===== config.mk =====
export PLATFORM = sky130hd
export DESIGN_NAME = char_lcd_nibble_interface
export DESIGN_NICKNAME = d
export VERILOG_FILES = /design/src/rtl/clcd_pkg.sv /design/src/rtl/clcd_tick.sv /design/src/rtl/char_lcd_nibble_interface.sv
export SDC_FILE = /design/constraint.sdc
export NUM_CORES = 1
export LEC_CHECK = 0
export BUFFER_PORTS_ARGS = -buffer_cell sky130_fd_sc_hd__buf_2
export CAP_MARGIN = 10
export CELL_PAD_IN_SITES_DETAIL_PLACEMENT = 1
export CELL_PAD_IN_SITES_GLOBAL_PLACEMENT = 1
export CORE_ASPECT_RATIO = 2
export CORE_MARGIN = 1.5
export CORE_UTILIZATION = 47
export DETAILED_ROUTE_END_ITERATION = 10
export GPL_TIMING_DRIVEN = 1
export HOLD_SLACK_MARGIN = 0.02
export PLACE_DENSITY_LB_ADDON = 0.1
export SYNTH_ARGS = -nofsm -noshare
export SYNTH_HDL_FRONTEND = slang
export SYNTH_SLANG_ARGS = --single-unit
export TNS_END_PERCENT = 20

===== constraint.sdc =====
create_clock -name i_clk -period 3.35 [get_ports i_clk]
set_input_delay 0.335 -clock i_clk [delete_from_list [all_inputs] [get_ports i_clk]]
set_output_delay 0.335 -clock i_clk [all_outputs]
set_load 0.05 [all_outputs]

===== src/rtl/clcd_pkg.sv =====
// Shared types, constants and tables for the character LCD nibble interface.
`timescale 1ns / 1ps
`default_nettype none

package clcd_pkg;

    localparam int NUM_LINES   = 4;
    localparam int LINE_LENGTH = 20;
    localparam int INIT_LEN    = 7;
    localparam int TICK_W      = 16;

    localparam logic [7:0] CMD_SET_DDRAM = 8'h80;

    typedef enum logic [1:0] {
        REQ_INIT   = 2'd0,
        REQ_CMD    = 2'd1,
        REQ_DATA   = 2'd2,
        REQ_CURSOR = 2'd3
    } t_req_kind;

    typedef enum logic [0:0] {
        CFG_PULSE_TICKS = 1'b0,
        CFG_GAP_TICKS   = 1'b1
    } t_cfg_reg;

    typedef enum logic [1:0] {
        ST_IDLE,
        ST_PULSE,
        ST_PUT,
        ST_GAP
    } t_state;

    // Control from the sequencer to the tick counter.
    typedef struct packed {
        logic              load;
        logic [TICK_W-1:0] value;
    } t_tick_ctl;

    function automatic logic [7:0] init_byte(input logic [2:0] idx);
        logic [7:0] b;
        unique case (idx)
            3'd0:    b = 8'h33;
            3'd1:    b = 8'h32;
            3'd2:    b = 8'h28;
            3'd3:    b = 8'h08;
            3'd4:    b = 8'h01;
            3'd5:    b = 8'h06;
            3'd6:    b = 8'h0F;
            default: b = 8'h0F;
        endcase
        return b;
    endfunction

    function automatic logic [6:0] line_base(input logic [1:0] line);
        logic [6:0] b;
        unique case (line)
            2'd0:    b = 7'h00;
            2'd1:    b = 7'h40;
            2'd2:    b = 7'h14;
            default: b = 7'h54;
        endcase
        return b;
    endfunction

endpackage

`default_nettype wire


===== src/rtl/clcd_tick.sv =====
// Down counter that times enable pulses and settle gaps in ticks.
`timescale 1ns / 1ps
`default_nettype none

module clcd_tick
    import clcd_pkg::*;
(
    input  wire logic      i_clk,
    input  wire logic      i_rst_n,
    input  wire t_tick_ctl i_ctl,
    output logic           o_done
);

    logic [TICK_W-1:0] r_count;
    logic [TICK_W-1:0] n_count;

    always_comb begin
        n_count = r_count;
        if (i_ctl.load) begin
            n_count = i_ctl.value;
        end else if (r_count != '0) begin
            n_count = r_count - TICK_W'(1);
        end
    end

    always_ff @(posedge i_clk) begin
        if (!i_rst_n) begin
            r_count <= '0;
        end else begin
            r_count <= n_count;
        end
    end

    assign o_done = (r_count == '0);

endmodule

`default_nettype wire


===== src/rtl/char_lcd_nibble_interface.sv =====
// Top level: request sequencer driving a character LCD over a 4-bit bus.
`timescale 1ns / 1ps
`default_nettype none

// Takes one request per beat on the slave side (init sequence, command byte,
// data byte or set cursor) and returns one beat per enable strobe on the
// master side: register select in tuser, the nibble and a gap flag in tdata,
// tlast on the final strobe of the request. Bytes go out high nibble first.
// A set-cursor request with line above 3 or column above 19 returns nothing.
// Each strobe is timed by pulse_ticks in the shared tick counter, after
// which its beat is posted; the second strobe of a byte is followed by a
// settle wait timed by gap_ticks. Init sends the seven bytes of its
// sequence and the other kinds one byte. A stall on the master side
// stretches this: a beat waits in the output register, and the sequencer
// holds until that register is free. The slave side is ready only while no
// request is in progress. Config writes are registered.
module char_lcd_nibble_interface
    import clcd_pkg::*;
(
    input  wire logic        i_clk,
    input  wire logic        i_rst_n,
    // request channel
    input  wire logic        s_axis_tvalid,
    output logic             s_axis_tready,
    input  wire logic [15:0] s_axis_tdata,   // [7:0] byte_value, [9:8] display_line,
                                             // [14:10] column, [15] zero
    input  wire logic [1:0]  s_axis_tuser,   // [1:0] req_type
    // strobe channel
    output logic             m_axis_tvalid,
    input  wire logic        m_axis_tready,
    output logic [7:0]       m_axis_tdata,   // [3:0] nibble, [4] gap_after, [7:5] zero
    output logic             m_axis_tuser,   // [0] reg_select
    output logic             m_axis_tlast,
    // config write port
    input  wire logic        i_cfg_we,
    input  wire logic [1:0]  i_cfg_index,
    input  wire logic [15:0] i_cfg_data
);

    // config registers
    logic [TICK_W-1:0] r_pulse_ticks;
    logic [TICK_W-1:0] r_gap_ticks;

    always_ff @(posedge i_clk) begin
        if (!i_rst_n) begin
            r_pulse_ticks <= TICK_W'(1);
            r_gap_ticks   <= TICK_W'(5);
        end else if (i_cfg_we && i_cfg_index[1] == 1'b0) begin
            unique case (t_cfg_reg'(i_cfg_index[0]))
                CFG_PULSE_TICKS: r_pulse_ticks <= i_cfg_data;
                CFG_GAP_TICKS:   r_gap_ticks   <= i_cfg_data;
                default:         r_pulse_ticks <= r_pulse_ticks;
            endcase
        end
    end

    // request fields
    t_req_kind  w_kind;
    logic [7:0] w_in_byte;
    logic [1:0] w_in_line;
    logic [4:0] w_in_col;

    assign w_kind    = t_req_kind'(s_axis_tuser);
    assign w_in_byte = s_axis_tdata[7:0];
    assign w_in_line = s_axis_tdata[9:8];
    assign w_in_col  = s_axis_tdata[14:10];

    // cursor request: range check and DDRAM address
    logic       w_cursor_ok;
    logic [7:0] w_addr_sum;
    logic [7:0] w_cursor_cmd;

    assign w_cursor_ok  = (32'(w_in_line) < NUM_LINES) && (32'(w_in_col) < LINE_LENGTH);
    assign w_addr_sum   = {1'b0, line_base(w_in_line)} + {3'b000, w_in_col};
    assign w_cursor_cmd = CMD_SET_DDRAM | {1'b0, w_addr_sum[6:0]};

    // sequencer state
    t_state     r_state, n_state;
    logic [2:0] r_idx, n_idx;       // init byte index
    logic       r_half, n_half;     // 0 high nibble, 1 low nibble
    logic       r_init, n_init;     // running the init sequence
    logic       r_rs, n_rs;
    logic [7:0] r_byte, n_byte;

    // output register
    logic       r_out_valid, n_out_valid;
    logic       r_out_rs, n_out_rs;
    logic [3:0] r_out_nib, n_out_nib;
    logic       r_out_gap, n_out_gap;
    logic       r_out_last, n_out_last;

    t_tick_ctl  w_tick;
    logic       w_tick_done;
    logic       w_accept;
    logic       w_start;
    logic       w_out_free;
    logic       w_last_byte;

    clcd_tick u_tick (
        .i_clk  (i_clk),
        .i_rst_n(i_rst_n),
        .i_ctl  (w_tick),
        .o_done (w_tick_done)
    );

    assign s_axis_tready = (r_state == ST_IDLE);
    assign w_accept      = s_axis_tvalid && s_axis_tready;
    assign w_start       = w_accept && (w_kind != REQ_CURSOR || w_cursor_ok);
    assign w_out_free    = !r_out_valid || m_axis_tready;
    assign w_last_byte   = !r_init || (r_idx == 3'(INIT_LEN - 1));

    // next state
    always_comb begin
        n_state = r_state;
        unique case (r_state)
            ST_IDLE: begin
                if (w_start) begin
                    n_state = ST_PULSE;
                end
            end
            ST_PULSE: begin
                if (w_tick_done) begin
                    n_state = ST_PUT;
                end
            end
            ST_PUT: begin
                if (w_out_free) begin
                    n_state = r_half ? ST_GAP : ST_PULSE;
                end
            end
            ST_GAP: begin
                if (w_tick_done) begin
                    n_state = w_last_byte ? ST_IDLE : ST_PULSE;
                end
            end
            default: n_state = ST_IDLE;
        endcase
    end

    // datapath and outputs
    always_comb begin
        n_idx       = r_idx;
        n_half      = r_half;
        n_init      = r_init;
        n_rs        = r_rs;
        n_byte      = r_byte;
        n_out_valid = r_out_valid && !m_axis_tready;
        n_out_rs    = r_out_rs;
        n_out_nib   = r_out_nib;
        n_out_gap   = r_out_gap;
        n_out_last  = r_out_last;
        w_tick      = '{load: 1'b0, value: r_pulse_ticks};

        unique case (r_state)
            ST_IDLE: begin
                if (w_start) begin
                    w_tick.load = 1'b1;
                    n_idx       = '0;
                    n_half      = 1'b0;
                    n_init      = (w_kind == REQ_INIT);
                    n_rs        = (w_kind == REQ_DATA);
                    case (w_kind) inside
                        REQ_INIT:           n_byte = init_byte(3'd0);
                        REQ_CMD, REQ_DATA:  n_byte = w_in_byte;
                        default:            n_byte = w_cursor_cmd;
                    endcase
                end
            end
            ST_PUT: begin
                if (w_out_free) begin
                    n_out_valid = 1'b1;
                    n_out_rs    = r_rs;
                    n_out_nib   = r_half ? r_byte[3:0] : r_byte[7:4];
                    n_out_gap   = r_half;
                    n_out_last  = r_half && w_last_byte;
                    w_tick.load = 1'b1;
                    w_tick.value = r_half ? r_gap_ticks : r_pulse_ticks;
                    n_half      = 1'b1;
                end
            end
            ST_GAP: begin
                if (w_tick_done && !w_last_byte) begin
                    w_tick.load = 1'b1;
                    n_idx       = r_idx + 3'd1;
                    n_half      = 1'b0;
                    n_byte      = init_byte(r_idx + 3'd1);
                end
            end
            default: begin
                n_idx = r_idx;
            end
        endcase
    end

    always_ff @(posedge i_clk) begin
        if (!i_rst_n) begin
            r_state     <= ST_IDLE;
            r_idx       <= '0;
            r_half      <= 1'b0;
            r_init      <= 1'b0;
            r_out_valid <= 1'b0;
        end else begin
            r_state     <= n_state;
            r_idx       <= n_idx;
            r_half      <= n_half;
            r_init      <= n_init;
            r_out_valid <= n_out_valid;
        end
    end

    always_ff @(posedge i_clk) begin
        r_rs       <= n_rs;
        r_byte     <= n_byte;
        r_out_rs   <= n_out_rs;
        r_out_nib  <= n_out_nib;
        r_out_gap  <= n_out_gap;
        r_out_last <= n_out_last;
    end

    assign m_axis_tvalid = r_out_valid;
    assign m_axis_tdata  = {3'b000, r_out_gap, r_out_nib};
    assign m_axis_tuser  = r_out_rs;
    assign m_axis_tlast  = r_out_last;

    // checks
    a_last_has_gap: assert property (@(posedge i_clk) disable iff (!i_rst_n)
        (m_axis_tvalid && m_axis_tlast) |-> m_axis_tdata[4])
        else $error("final strobe without settle gap");

    a_put_waits: assert property (@(posedge i_clk) disable iff (!i_rst_n)
        (r_state == ST_PUT && r_out_valid && !m_axis_tready) |=> (r_state == ST_PUT))
        else $error("strobe posted over a pending beat");

    a_idx_range: assert property (@(posedge i_clk) disable iff (!i_rst_n)
        (r_idx <= 3'(INIT_LEN - 1)))
        else $error("init index past sequence end");

    a_bad_cursor_idle: assert property (@(posedge i_clk) disable iff (!i_rst_n)
        (w_accept && w_kind == REQ_CURSOR && !w_cursor_ok) |=> (r_state == ST_IDLE))
        else $error("out-of-range cursor request started strobes");

endmodule

`default_nettype wire

==> results.json <==
{
  "grt_overflow_total": 0,
  "clock-root-buffer": "clkbuf_16",
  "ys_seq_elements": 72,
  "gp_congestion": 0.853,
  "cap_violations": 0,
  "synth_flop_cell": "dfxtp_1",
  "hold_path.class": "primary input to flip-flop",
  "hold_viol": 0,
  "run_status": "finished, final reports clean",
  "drtIter0Drc": 129,
  "synth.largest_area_cell": "dfxtp_1",
  "rows": 45,
  "worst_pin_slew_ps": 1110,
  "place.detailed.hpwl_um": 7830,
  "ys_seq_area_share_pct": 43.6,
  "io_pins": 53,
  "dr.pass1.iters": 5,
  "vias_per_cell": 5.81,
  "gr-usage-met1_pct": 22.9,
  "area_delta_synth_final_pct": 15.4,
  "synth_top_area_share_pct": 30.5,
  "max-slew-margin-rel_pct": 25.9,
  "routedWlPerCell_um": 19.3,
  "rsz0062_at_grt": "no",
  "yosysWarnings": 0,
  "drc": 0,
  "cts_hold_buf": 0,
  "clock_path_buffers": 2,
  "clkSinkCount": 72,
  "core_um2": 7600,
  "via_count": 3160,
  "dieArea_um2": 8380,
  "syn_inst": 408,
  "cts_tree": "done",
  "place_area_um2": 3920,
  "worstPathArrival_ps": 2780,
  "worstSetupPathType": "flip-flop to flip-flop",
  "fin_area_um2": 4240,
  "slowest_delay_ps": 500,
  "synth_common_cells": "nand2_1, dfxtp_1, a21oi_1",
  "synth.most_common_cell": "nand2_1",
  "antenna_found_initial": 0,
  "crit_required_ps": 3600,
  "holdPathEnd": "r_gap_ticks[2]",
  "grt_start_max_net_pins": 50,
  "grt_use_total_pct": 26.8,
  "port_buffers": 48,
  "rr_endpoint": "u_tick.r_count[3]",
  "cts_resized": 0,
  "clk_pin_slew_worst_paths_ps": 60,
  "wirelength_um": 10500,
  "async_reset_ff_share_pct": 0,
  "pre_cts_slack_ps": 837,
  "p_leak_nw": 1.72,
  "synthTopCellsByArea": "dfxtp_1, edfxtp_1, nand2_1, a21oi_1, ha_1",
  "cp-end-kind": "flip-flop",
  "synthDistinctLibCells": 63,
  "r2r_cells": 7,
  "dieWidth_um": 65.5,
  "synth-edff-count": 16,
  "setup_viol": 0,
  "cp_cell_sequence": "inv_1 > ha_1 > a21boi_0 > nand2_1 > nand3_1 > a221oi_1 > a211oi_1",
  "cts_max_level": 3,
  "nets": 499,
  "min_period_ps": 2530,
  "timing.setup.tns_ps": 0,
  "reg2reg_from": "r_idx[0]",
  "cp_max_fo": 12,
  "clock_skew_ps": 7.99,
  "initial_core_util_pct": 48.3,
  "first_global_vias": 3446,
  "ant_nets": 0,
  "cts_buffers": 9,
  "grt_pass1_wl_um": 16600,
  "drv_slew": 0,
  "grtUsageMet2_pct": 54.6,
  "power.density_nw_per_um2": 813,
  "netlist_area_um2": 3670,
  "fmax_mhz": 396,
  "die_y_um": 128,
  "antennaDiodeCount": 0,
  "r2r_slack_ps": 820,
  "fin_ws_ps": 825,
  "busiest_layer": "met2",
  "holdPathStages": 3,
  "avgSynthCellArea_um2": 9.00,
  "clk_latency_ps": 340,
  "crit_path_start_kind": "flip-flop",
  "cp_slowest_cell": "nand3_1",
  "finalCritPeriodShare_pct": 75.4,
  "worstHoldStart": "i_cfg_data[2]",
  "drive_gt1_share_pct": 20.0,
  "post-cts-setup-buffers": 0,
  "ir_drop_v": 0.000504,
  "grtUsageMet3_pct": 5.27
}
metrics by stage:
| step | power, mW | std cells | hold WS, ps | util (%) |
|---|---|---|---|---|
| finish | 3.45 | 544 | 227 | 55.8 |
| global route | 3.61 | 544 | 251 | 55.8 |
| detailed placement | 2.42 | 528 | 409 | 51.6 |
| CTS | 3.45 | 544 | 223 | 55.8 |
| floorplan | 2.14 | 410 | 400 | - |
| global placement | 2.37 | 528 | 409 | 51.6 |
layout by cell type (no fill, tap or decap), types with 10 or more instances in the layout:
master / count
mux2i_1: 13
buf_2: 48
mux2_2: 13
dfxtp_1: 56
a21oi_1: 43
nand3_1: 10
ha_1: 13
edfxtp_1: 16
nor2_1: 23
inv_1: 15
nand2_1: 77
how the worst max path moves through the flow:
stage                           from                 to  slack (ps)  depth (start not counted)
after floorplan           r_state[0]  u_tick.r_count[7]        1100                          7
after global placement      r_idx[0]  u_tick.r_count[3]         970                          7
after detailed placement    r_idx[0]  u_tick.r_count[3]         840                          7
after CTS                   r_idx[0]  u_tick.r_count[3]         860                          7
after global routing        r_idx[0]  u_tick.r_count[3]         610                          7
final                       r_idx[0]  u_tick.r_count[3]         820                          7
cell families after synthesis:
logic type | count (synthesis) | share of synthesized area (%)
buffers and inverters | 41 | 5.28
other | 1 | 0.102
and+or+nand+nor | 149 | 19.4
adders and majority gates | 13 | 4.43
AOI/OAI and AO/OA | 95 | 17.0
xor gates and xnor gates | 11 | 2.62
DFF | 72 | 43.6
muxes | 26 | 7.53
where the power goes:
group / switching [mW] / total [mW] / internal [mW]
Clock: 0.370 / 1.02 / 0.651
Sequential: 0.140 / 1.16 / 1.02
Combinational: 0.792 / 1.26 / 0.469
Total: 1.30 / 3.45 / 2.14
layout make-up:
cell class                 instances  area, um2
clock buffer                       9        225
clock inverter                     7       93.8
fill                             916       3360
inverter                          15       56.3
multi-input combinational        297       1890
sequential                        72       1600
tap                               94        118
timing repair buffer              50        255
registers in the layout, indices dropped and copies added, names as in the netlist, 2 cells and up:
| signal | count |
|---|---|
| r_pulse_ticks | 16 |
| r_state | 2 |
| r_byte | 8 |
| u_tick.r_count | 16 |
| r_gap_ticks | 16 |
| r_out_nib | 4 |
| r_idx | 3 |
per-layer routing:
metal | routed length [um] | up-vias | part of all wire, %
met5 | 0 | - | 0
met4 | 430 | 0 | 4.1
met3 | 330 | 27 | 3.2
met2 | 6220 | 77 | 59
met1 | 3490 | 1541 | 33
li1 | - | 1515 | -
worst max-delay path, delay by kind of cell, from the launching register on:
kind	cells	cell delay, ps
AO/OA/AOI/OAI	3	940
flip-flops	1	460
AND/OR/NAND/NOR	2	700
adder cells (fa/ha/maj)	1	240
buffers and inverters	1	100
Power figures use the tool's default switching activity.
